--- config.mk ---
export PLATFORM = sky130hd
export DESIGN_NAME = http_request_framer_top
export DESIGN_NICKNAME = d
export VERILOG_FILES = /design/src/hrf_pkg.sv /design/src/http_request_framer_top.sv
export VERILOG_INCLUDE_DIRS = /design/src /design/src/src
export SDC_FILE = /design/constraint.sdc
export NUM_CORES = 1
export LEC_CHECK = 0
export BUFFER_PORTS_ARGS = -buffer_cell sky130_fd_sc_hd__buf_2
export CORE_MARGIN = 2
export CORE_UTILIZATION = 45
export DETAILED_ROUTE_END_ITERATION = 12
export PLACE_DENSITY = 0.7
export SETUP_SLACK_MARGIN = 0.1
export SLEW_MARGIN = 40
export SYNTH_ARGS = -nofsm -noshare
export SYNTH_HDL_FRONTEND = slang
export SYNTH_SLANG_ARGS = --single-unit
--- constraint.sdc ---
create_clock -name aclk -period 8 [get_ports aclk]
set_input_delay 2 -clock aclk [delete_from_list [all_inputs] [get_ports aclk]]
set_output_delay 2 -clock aclk [all_outputs]
set_load 0.005 [all_outputs]
--- src/http_request_framer_top_defines.svh ---
// Assertion macros shared by the framer RTL.
`ifndef HTTP_REQUEST_FRAMER_TOP_DEFINES_SVH
`define HTTP_REQUEST_FRAMER_TOP_DEFINES_SVH

// Same-cycle implication, disabled while reset is low.
`define HRF_ASSERT_SAME(label, clk, rstn, ante, cons, msg) \
    label: assert property (@(posedge clk) disable iff (!(rstn)) (ante) |-> (cons)) \
        else $error(msg);

// Next-cycle implication, disabled while reset is low.
`define HRF_ASSERT_NEXT(label, clk, rstn, ante, cons, msg) \
    label: assert property (@(posedge clk) disable iff (!(rstn)) (ante) |=> (cons)) \
        else $error(msg);

`endif

--- src/hrf_pkg.sv ---
package hrf_pkg;

    // Role tag of one stream byte
    typedef enum logic [2:0] {
        CLS_METHOD  = 3'd0,
        CLS_TARGET  = 3'd1,
        CLS_VERSION = 3'd2,
        CLS_NAME    = 3'd3,
        CLS_VALUE   = 3'd4,
        CLS_SEP     = 3'd5,
        CLS_BODY    = 3'd6
    } byte_class_t;

    // Sticky error codes
    typedef enum logic [2:0] {
        ERR_NONE     = 3'd0,
        ERR_BAD_BYTE = 3'd1,
        ERR_BARE_LF  = 3'd2,
        ERR_TOKENS   = 3'd3,
        ERR_NO_COLON = 3'd4,
        ERR_OVERFLOW = 3'd5
    } err_t;

    localparam logic [7:0] CHAR_CR    = 8'h0D;
    localparam logic [7:0] CHAR_LF    = 8'h0A;
    localparam logic [7:0] CHAR_COLON = 8'h3A;
    localparam logic [7:0] CHAR_SPACE = 8'h20;
    localparam logic [7:0] CHAR_ZERO  = 8'h30;
    localparam logic [7:0] CHAR_NINE  = 8'h39;

    // Header name match tracker: length of the key, and the "lost" marker
    localparam logic [3:0] NAME_LEN = 4'd14;
    localparam logic [3:0] NO_MATCH = 4'd15;

    function automatic logic is_ws(input logic [7:0] b);
        return (b == CHAR_SPACE) || (b >= 8'h09 && b <= 8'h0D);
    endfunction

    function automatic logic byte_ok(input logic [7:0] b);
        return (b >= 8'h20 && b <= 8'h7E) || is_ws(b);
    endfunction

    function automatic logic [7:0] to_lower(input logic [7:0] b);
        return (b >= 8'h41 && b <= 8'h5A) ? (b + 8'd32) : b;
    endfunction

    // Lower-case "content-length", one character per position
    function automatic logic [7:0] key_char(input logic [3:0] idx);
        logic [7:0] c;
        unique case (idx)
            4'd0:    c = 8'h63; // c
            4'd1:    c = 8'h6F; // o
            4'd2:    c = 8'h6E; // n
            4'd3:    c = 8'h74; // t
            4'd4:    c = 8'h65; // e
            4'd5:    c = 8'h6E; // n
            4'd6:    c = 8'h74; // t
            4'd7:    c = 8'h2D; // -
            4'd8:    c = 8'h6C; // l
            4'd9:    c = 8'h65; // e
            4'd10:   c = 8'h6E; // n
            4'd11:   c = 8'h67; // g
            4'd12:   c = 8'h74; // t
            4'd13:   c = 8'h68; // h
            default: c = 8'h00;
        endcase
        return c;
    endfunction

endpackage

--- src/http_request_framer_top.sv ---
// HTTP/1.1 request framer.
// Input channel (s_valid/s_ready): one connection byte per item, with
// s_new_connection set on the first byte of a new connection, which clears
// all parser state before that byte is handled.
// Result channel (m_valid/m_ready): exactly one result item per input item:
// byte class, header end flag, parsed content length (on header end only),
// request end flag and the sticky error code.
// A byte accepted at one edge shows up on the m_ ports after that edge.
// Throughput is one byte per cycle while the receiver keeps up; the per-byte
// state update (including the multiply-by-ten of the length parser and the
// body down-counter) is combinational between the state registers and the
// result register.
// s_ready is high whenever the result register is empty or being taken, so a
// stalled receiver holds the current result and stops input after it.
// Reset (aresetn low, synchronous) empties the result register and returns
// the parser to the request line with no error and zero lengths.
// Once an error is raised, every result carries that error code with all
// other fields zero until a byte with s_new_connection arrives.
`include "http_request_framer_top_defines.svh"

module http_request_framer_top #(
    parameter int LENGTH_BITS = 32
) (
    input  logic        aclk,
    input  logic        aresetn,
    input  logic        s_valid,
    output logic        s_ready,
    input  logic [7:0]  s_data_byte,
    input  logic        s_new_connection,
    output logic        m_valid,
    input  logic        m_ready,
    output logic [2:0]  m_byte_class,
    output logic        m_header_end,
    output logic [31:0] m_body_length,
    output logic        m_request_end,
    output logic [2:0]  m_error_code
);

    localparam int ExtBits = LENGTH_BITS + 4;

    typedef enum logic [1:0] {
        PH_REQ  = 2'd0,
        PH_HDR  = 2'd1,
        PH_BODY = 2'd2
    } phase_t;

    typedef enum logic [1:0] {
        VS_SKIP   = 2'd0,
        VS_DIGITS = 2'd1,
        VS_DONE   = 2'd2
    } vstate_t;

    // Parser state
    phase_t                   phase_reg, phase_next, cur_phase;
    logic [1:0]               space_reg, space_next, cur_space;
    logic                     prev_cr_reg, prev_cr_next, cur_prev_cr;
    logic                     line_empty_reg, line_empty_next, cur_line_empty;
    logic                     colon_reg, colon_next, cur_colon;
    logic [3:0]               match_reg, match_next, cur_match;
    vstate_t                  vstate_reg, vstate_next, cur_vstate;
    logic [LENGTH_BITS-1:0]   acc_reg, acc_next, cur_acc;
    logic [LENGTH_BITS-1:0]   clv_reg, clv_next, cur_clv;
    logic [LENGTH_BITS-1:0]   body_rem_reg, body_rem_next, cur_body_rem;
    hrf_pkg::err_t            sticky_reg, sticky_next, cur_sticky;

    // Result register
    logic                     m_valid_reg;
    hrf_pkg::byte_class_t     cls_reg, cls_next;
    logic                     hdr_end_reg, hdr_end_next;
    logic [31:0]              blen_reg, blen_next;
    logic                     req_end_reg, req_end_next;
    hrf_pkg::err_t            err_reg, err_next;

    // Datapath helpers
    logic                     accept;
    logic [7:0]               b;
    logic                     digit;
    logic [3:0]               digit_val;
    logic [ExtBits-1:0]       acc_ext;
    logic [ExtBits-1:0]       acc_x10;
    logic                     acc_ovf;
    logic [63:0]              clv_wide;
    logic                     line_rst;
    hrf_pkg::err_t            fail_code;

    assign s_ready = !m_valid_reg || m_ready;
    assign accept  = s_valid && s_ready;
    assign b       = s_data_byte;

    // Current state: a new connection starts from reset values
    always_comb begin
        if (s_new_connection) begin
            cur_phase      = PH_REQ;
            cur_space      = 2'd0;
            cur_prev_cr    = 1'b0;
            cur_line_empty = 1'b1;
            cur_colon      = 1'b0;
            cur_match      = 4'd0;
            cur_vstate     = VS_SKIP;
            cur_acc        = '0;
            cur_clv        = '0;
            cur_body_rem   = '0;
            cur_sticky     = hrf_pkg::ERR_NONE;
        end else begin
            cur_phase      = phase_reg;
            cur_space      = space_reg;
            cur_prev_cr    = prev_cr_reg;
            cur_line_empty = line_empty_reg;
            cur_colon      = colon_reg;
            cur_match      = match_reg;
            cur_vstate     = vstate_reg;
            cur_acc        = acc_reg;
            cur_clv        = clv_reg;
            cur_body_rem   = body_rem_reg;
            cur_sticky     = sticky_reg;
        end
    end

    // Decimal digit and acc*10 + digit, with the top four bits flagging overflow
    assign digit     = (b >= hrf_pkg::CHAR_ZERO) && (b <= hrf_pkg::CHAR_NINE);
    assign digit_val = b[3:0];
    assign acc_ext   = ExtBits'(cur_acc);
    assign acc_x10   = (acc_ext << 3) + (acc_ext << 1) + ExtBits'(digit_val);
    assign acc_ovf   = |acc_x10[ExtBits-1:LENGTH_BITS];
    assign clv_wide  = 64'(cur_clv);

    // Per-byte parser step
    always_comb begin
        phase_next      = cur_phase;
        space_next      = cur_space;
        prev_cr_next    = cur_prev_cr;
        line_empty_next = cur_line_empty;
        colon_next      = cur_colon;
        match_next      = cur_match;
        vstate_next     = cur_vstate;
        acc_next        = cur_acc;
        clv_next        = cur_clv;
        body_rem_next   = cur_body_rem;
        sticky_next     = cur_sticky;
        cls_next        = hrf_pkg::CLS_METHOD;
        hdr_end_next    = 1'b0;
        blen_next       = 32'd0;
        req_end_next    = 1'b0;
        err_next        = hrf_pkg::ERR_NONE;
        line_rst        = 1'b0;
        fail_code       = hrf_pkg::ERR_NONE;

        priority if (cur_sticky != hrf_pkg::ERR_NONE) begin
            fail_code = cur_sticky;
        end else if (cur_phase == PH_BODY) begin
            // body bytes pass unchecked, counted down to the request end
            cls_next      = hrf_pkg::CLS_BODY;
            body_rem_next = cur_body_rem - LENGTH_BITS'(1);
            if (cur_body_rem == LENGTH_BITS'(1)) begin
                req_end_next = 1'b1;
                phase_next   = PH_REQ;
                line_rst     = 1'b1;
            end
        end else if (!hrf_pkg::byte_ok(b)) begin
            fail_code = hrf_pkg::ERR_BAD_BYTE;
        end else if (b == hrf_pkg::CHAR_LF) begin
            // line end
            priority if (!cur_prev_cr) begin
                fail_code = hrf_pkg::ERR_BARE_LF;
            end else if (cur_phase == PH_REQ) begin
                if (cur_space != 2'd2) begin
                    fail_code = hrf_pkg::ERR_TOKENS;
                end else begin
                    cls_next   = hrf_pkg::CLS_SEP;
                    phase_next = PH_HDR;
                    line_rst   = 1'b1;
                end
            end else if (cur_line_empty) begin
                // blank line: header done
                cls_next     = hrf_pkg::CLS_SEP;
                hdr_end_next = 1'b1;
                blen_next    = clv_wide[31:0];
                if (cur_clv == '0) begin
                    req_end_next = 1'b1;
                    phase_next   = PH_REQ;
                end else begin
                    body_rem_next = cur_clv;
                    phase_next    = PH_BODY;
                end
                clv_next = '0;
                line_rst = 1'b1;
            end else if (!cur_colon) begin
                fail_code = hrf_pkg::ERR_NO_COLON;
            end else begin
                cls_next = hrf_pkg::CLS_SEP;
                if (cur_match == hrf_pkg::NAME_LEN) begin
                    clv_next = cur_acc;
                end
                line_rst = 1'b1;
            end
        end else begin
            // line content; a CR only counts once it is not followed by LF
            if (cur_prev_cr || (b != hrf_pkg::CHAR_CR)) begin
                line_empty_next = 1'b0;
            end
            prev_cr_next = (b == hrf_pkg::CHAR_CR);

            priority if (cur_phase == PH_REQ) begin
                priority if (b == hrf_pkg::CHAR_SPACE) begin
                    cls_next = hrf_pkg::CLS_SEP;
                    if (cur_space != 2'd3) begin
                        space_next = cur_space + 2'd1;
                    end
                end else if (b == hrf_pkg::CHAR_CR) begin
                    cls_next = hrf_pkg::CLS_SEP;
                end else if (cur_space == 2'd0) begin
                    cls_next = hrf_pkg::CLS_METHOD;
                end else if (cur_space == 2'd1) begin
                    cls_next = hrf_pkg::CLS_TARGET;
                end else begin
                    cls_next = hrf_pkg::CLS_VERSION;
                end
            end else if (!cur_colon) begin
                // header name, matched against the length key
                if (b == hrf_pkg::CHAR_COLON) begin
                    colon_next = 1'b1;
                    cls_next   = hrf_pkg::CLS_SEP;
                end else begin
                    cls_next = (b == hrf_pkg::CHAR_CR) ? hrf_pkg::CLS_SEP : hrf_pkg::CLS_NAME;
                    if (cur_match < hrf_pkg::NAME_LEN &&
                        hrf_pkg::to_lower(b) == hrf_pkg::key_char(cur_match)) begin
                        match_next = cur_match + 4'd1;
                    end else begin
                        match_next = hrf_pkg::NO_MATCH;
                    end
                end
            end else begin
                // header value; decimal parse for the length header
                cls_next = (b == hrf_pkg::CHAR_CR) ? hrf_pkg::CLS_SEP : hrf_pkg::CLS_VALUE;
                if (cur_match == hrf_pkg::NAME_LEN) begin
                    unique case (cur_vstate)
                        VS_SKIP: begin
                            if (digit) begin
                                acc_next    = LENGTH_BITS'(digit_val);
                                vstate_next = VS_DIGITS;
                            end else if (!hrf_pkg::is_ws(b)) begin
                                vstate_next = VS_DONE;
                            end
                        end
                        VS_DIGITS: begin
                            if (digit) begin
                                if (acc_ovf) begin
                                    fail_code = hrf_pkg::ERR_OVERFLOW;
                                end else begin
                                    acc_next = acc_x10[LENGTH_BITS-1:0];
                                end
                            end else begin
                                vstate_next = VS_DONE;
                            end
                        end
                        default: begin
                            vstate_next = cur_vstate;
                        end
                    endcase
                end
            end
        end

        if (line_rst) begin
            space_next      = 2'd0;
            prev_cr_next    = 1'b0;
            line_empty_next = 1'b1;
            colon_next      = 1'b0;
            match_next      = 4'd0;
            vstate_next     = VS_SKIP;
            acc_next        = '0;
        end

        // error result: only the code survives
        if (fail_code != hrf_pkg::ERR_NONE) begin
            sticky_next  = fail_code;
            cls_next     = hrf_pkg::CLS_METHOD;
            hdr_end_next = 1'b0;
            blen_next    = 32'd0;
            req_end_next = 1'b0;
            err_next     = fail_code;
        end
    end

    // State and result register
    always_ff @(posedge aclk) begin
        if (!aresetn) begin
            m_valid_reg    <= 1'b0;
            phase_reg      <= PH_REQ;
            space_reg      <= 2'd0;
            prev_cr_reg    <= 1'b0;
            line_empty_reg <= 1'b1;
            colon_reg      <= 1'b0;
            match_reg      <= 4'd0;
            vstate_reg     <= VS_SKIP;
            acc_reg        <= '0;
            clv_reg        <= '0;
            body_rem_reg   <= '0;
            sticky_reg     <= hrf_pkg::ERR_NONE;
        end else begin
            if (accept) begin
                m_valid_reg    <= 1'b1;
                phase_reg      <= phase_next;
                space_reg      <= space_next;
                prev_cr_reg    <= prev_cr_next;
                line_empty_reg <= line_empty_next;
                colon_reg      <= colon_next;
                match_reg      <= match_next;
                vstate_reg     <= vstate_next;
                acc_reg        <= acc_next;
                clv_reg        <= clv_next;
                body_rem_reg   <= body_rem_next;
                sticky_reg     <= sticky_next;
                cls_reg        <= cls_next;
                hdr_end_reg    <= hdr_end_next;
                blen_reg       <= blen_next;
                req_end_reg    <= req_end_next;
                err_reg        <= err_next;
            end else if (m_ready) begin
                m_valid_reg <= 1'b0;
            end
        end
    end

    assign m_valid       = m_valid_reg;
    assign m_byte_class  = cls_reg;
    assign m_header_end  = hdr_end_reg;
    assign m_body_length = blen_reg;
    assign m_request_end = req_end_reg;
    assign m_error_code  = err_reg;

    // Checks
    `HRF_ASSERT_SAME(a_hdr_end_is_sep, aclk, aresetn,
        m_valid && m_header_end,
        m_byte_class == hrf_pkg::CLS_SEP && m_error_code == hrf_pkg::ERR_NONE,
        "header end on a byte that is not a clean line break")
    `HRF_ASSERT_SAME(a_err_zeroes, aclk, aresetn,
        m_valid && m_error_code != hrf_pkg::ERR_NONE,
        m_byte_class == hrf_pkg::CLS_METHOD && !m_header_end && !m_request_end
            && m_body_length == 32'd0,
        "error item carries nonzero fields")
    `HRF_ASSERT_NEXT(a_err_sticky, aclk, aresetn,
        sticky_reg != hrf_pkg::ERR_NONE && !(accept && s_new_connection),
        sticky_reg == $past(sticky_reg),
        "sticky error changed without a new connection")
    `HRF_ASSERT_SAME(a_body_nonzero, aclk, aresetn,
        phase_reg == PH_BODY,
        body_rem_reg != '0,
        "body phase with no bytes left")

endmodule

==> results.yml <==
pwr:
  p_clk_share_pct: 43.8
  powerDensity_nw_per_um2: 147
  combPwrFrac_pct: 12.0
  worst_ir_drop_vdd_mv: 0.156
  seqPwrFrac_pct: 44.2
  switchingPower_uw: 543
  power_mw: 1.86
  power.leakage_nw: 4.95
  p_int_mw: 1.32
  switching_share_pct: 29.2
timing:
  holdWs_ns: 0.458
  drv_slew: 0
  finalSetupTns_ns: 0
  hold_viol_final: 0
  relSlewSlack_pct: 44.1
  finalSetupViolCount: 0
  fmax_ghz: 0.149
  layout_min_cycle_time_ns: 6.70
  setup_slack_ns: 1.30
  worstMarginPinSlew_ns: 0.838
  clock-skew-final_ns: 0.00837
  min_period_over_period_pct: 83.7
  rsz0062_at_grt: "false"
floorplan:
  initial_core_util_pct: 46.1
  boundaryPins: 55
  dieArea_sq_um: 27200
  coreArea_sq_um: 25300
  die_h_um: 165
  chipWidth_um: 165
  row_count: 58
critical_path:
  crit_path_end_kind: "register"
  path_cells: "buf_4 -> nor2b_1 -> xor2_1 -> ha_1 -> fa_1 -> a211o_1 -> a211o_1 -> a21oi_1 -> o22ai_1 -> o21ai_0 -> nand4_1 -> o211a_1 -> or3_4 -> nor4_4 -> buf_4 -> and2_1"
  required_ns: 8.31
  cp_slowest_cell: "fa_1"
  worstPathArrival_ns: 7.01
  critical_path_buf_inv_count: 2
  cp-start-kind: "input port"
  path_delay_family: "compound AO/OA/AOI/OAI gates"
  critical-path-max-stage-delay_ns: 0.48
  cp_max_fo: 57
  crit_type: "input port to register"
  reg2reg_slack_ns: 2.81
yosys:
  synth_edf_count: 40
  synthFlopType: "dfxtp_1"
  synth.net_count: 1608
  synthCells: 1521
  seq_area_frac_synth_pct: 29.8
  synth.avg_cell_area_sq_um: 7.65
  ys_types: 83
  syn_area_sq_um: 11600
  yosys_warnings: 0
  async_flop_share_pct: 0
  synth_seq_cells: 153
global_route:
  grt_pass1_vias: 11103
  grt_max_degree: 58
  grt_first_pass_wirelength_mm: 61.2
  antenna_found_initial: 0
  grt_overflow_total: 0
  grt_usage_pct: 28.6
clock_tree:
  h-tree-depth: 4
  cts.clk_slew.worst_paths_ns: 0.07
  cts_setup_buffers: 0
  cts.repair.resized: 0
  cts_buffer_depth: 2
  numCtsBuffers: 17
  clockRootBuffer: "clkbuf_16"
  clock_latency_ns: 0.44
  clock_sinks: 153
  cts_hold_buf: 0
  cts_tree: "yes"
finish:
  drive_gt1_share_pct: 9.35
  fin_util_pct: 50.1
  area_growth_pct: 8.70
  nFillCells: 2502
  fin_nets: 1603
  n_antenna_cell: 0
routing:
  wire_per_inst_um: 20.9
  antenna_left: 0
  vias_per_cell: 6.48
  routed_wl_mm: 38.8
  dr.pass1.iters: 5
  first_iter_violations: 1412
  vias: 12050
  drc_errors: 0
worst_hold_path:
  min_path_type: "register to register"
placed_design:
  place_congestion: 0.971
  io_buffers: 54
  dp_hpwl_mm: 27.9
  pre_cts_ws_ns: 0.937
run_status:
  outcome: "finished, final reports clean"
run:
  cap_viol_max_count: 0
logic make-up after synthesis:
logic type / after synthesis / share of synthesized area [%]
compound gates: 554 / 29.3
simple gates: 547 / 23.5
flops: 153 / 29.8
buf+inv: 135 / 4.86
fa+ha+maj: 74 / 8.02
xor+xnor: 38 / 2.86
mux: 20 / 1.75
cells in the final DEF (no fill, tap or decap), types with 15 or more instances in the layout:
| cell | count |
|---|---|
| o21ai_0 | 147 |
| nor2b_1 | 40 |
| nand2_1 | 151 |
| inv_1 | 35 |
| nor2_1 | 132 |
| a21oi_1 | 179 |
| nor4_1 | 24 |
| nand3_1 | 27 |
| a211oi_1 | 16 |
| nand4_1 | 15 |
| and2_1 | 43 |
| a21o_1 | 23 |
| xor2_1 | 23 |
| ha_1 | 73 |
| o21bai_1 | 27 |
| a22oi_1 | 20 |
| nor3_1 | 42 |
| edfxtp_1 | 40 |
| buf_4 | 22 |
| buf_2 | 53 |
| mux2i_1 | 17 |
| dfxtp_1 | 113 |
| xnor2_1 | 15 |
| a31oi_1 | 28 |
| clkbuf_16 | 17 |
worst register-to-register path, cell delays in order, from the launching register on:
cell and delay, ns:
dfxtp_1 0.42, nor2b_1 0.41, xor2_1 0.21, ha_1 0.29
fa_1 0.48, a211o_1 0.31, a211o_1 0.34, a21oi_1 0.23
o22ai_1 0.14, o21ai_0 0.17, nand4_1 0.47, o211a_1 0.45
or3_4 0.41, nor4_4 0.23, buf_4 0.30, and2_1 0.20
power by group through the flow:
stage	registers, mW	clock network [mW]	logic (mW)
3_3_place_gp	0.839	0	0.212
3_5_place_dp	0.840	0	0.215
2_1_floorplan	0.836	0	0.150
6_report	0.823	0.817	0.223
5_1_grt	0.824	0.845	0.243
4_1_cts	0.823	0.815	0.216
cells in the mapped netlist (6+ instances only):
cell type    n  area, sq um
a211o_1      6         52.6
a211oi_1    16          120
a21o_1      23          173
a21oi_1    179          896
a221oi_1    10         87.6
a22oi_1     20          150
a31oi_1     28          175
and2_1      43          269
and3_1       8         50.1
buf_6        7         78.8
clkbuf_1    83          312
dfxtp_1    113         2260
edfxtp_1    40         1200
ha_1        73          913
inv_1       36          135
mux2i_1     17          170
nand2_1    151          567
nand2b_1     9         56.3
nand3_1     28          140
nand4_1     15         93.8
nor2_1     134          503
nor2b_1     40          250
nor3_1      43          215
nor3b_1      6         45.0
nor4_1      24          150
o211ai_1    11         82.6
o21a_1       7         52.6
o21ai_0    147          736
o21ai_1      6         30.0
o21bai_1    27          203
o22ai_1      8         50.1
o31ai_1      6         45.0
or3_1       11         68.8
xnor2_1     15          131
xor2_1      23          201
path summary, 6_finish.rpt:
path,from,to,cells after the start
max reg2reg,acc_reg[0]$_SDFFE_PN0P_,m_body_length[5]$_SDFFCE_PP0P_,15
min,acc_reg[20]$_SDFFE_PN0P_,clv_reg[20]$_SDFFE_PN0P_,2
min reg2reg,acc_reg[20]$_SDFFE_PN0P_,clv_reg[20]$_SDFFE_PN0P_,2
max,s_new_connection,m_body_length[5]$_SDFFCE_PP0P_,16
layout make-up:
cell class	count	area, sq um	share of cell area [%]
clock buffer	17	425	3.36
clock inverter	15	158	1.25
inverter	36	135	1.07
multi-input combinational	1233	7630	60.3
sequential	153	3460	27.4
tap	330	413	3.26
timing repair buffer	75	430	3.40
through the flow:
stage                     cell area [sq um]  cells
after floorplan                       11600   1521
after global placement                12100   1827
after detailed placement              12100   1827
after CTS                             12700   1859
after global routing                  12700   1859
final                                 12700   1859
routing by layer:
metal,track usage (%),routed length [um],up-vias
li1,-,-,5605
met4,11.5,1220,0
met1,37.2,16200,5722
met2,46.8,17900,615
met3,5.42,3510,108
met5,0,0,-
(Power assumes the default switching activity.)
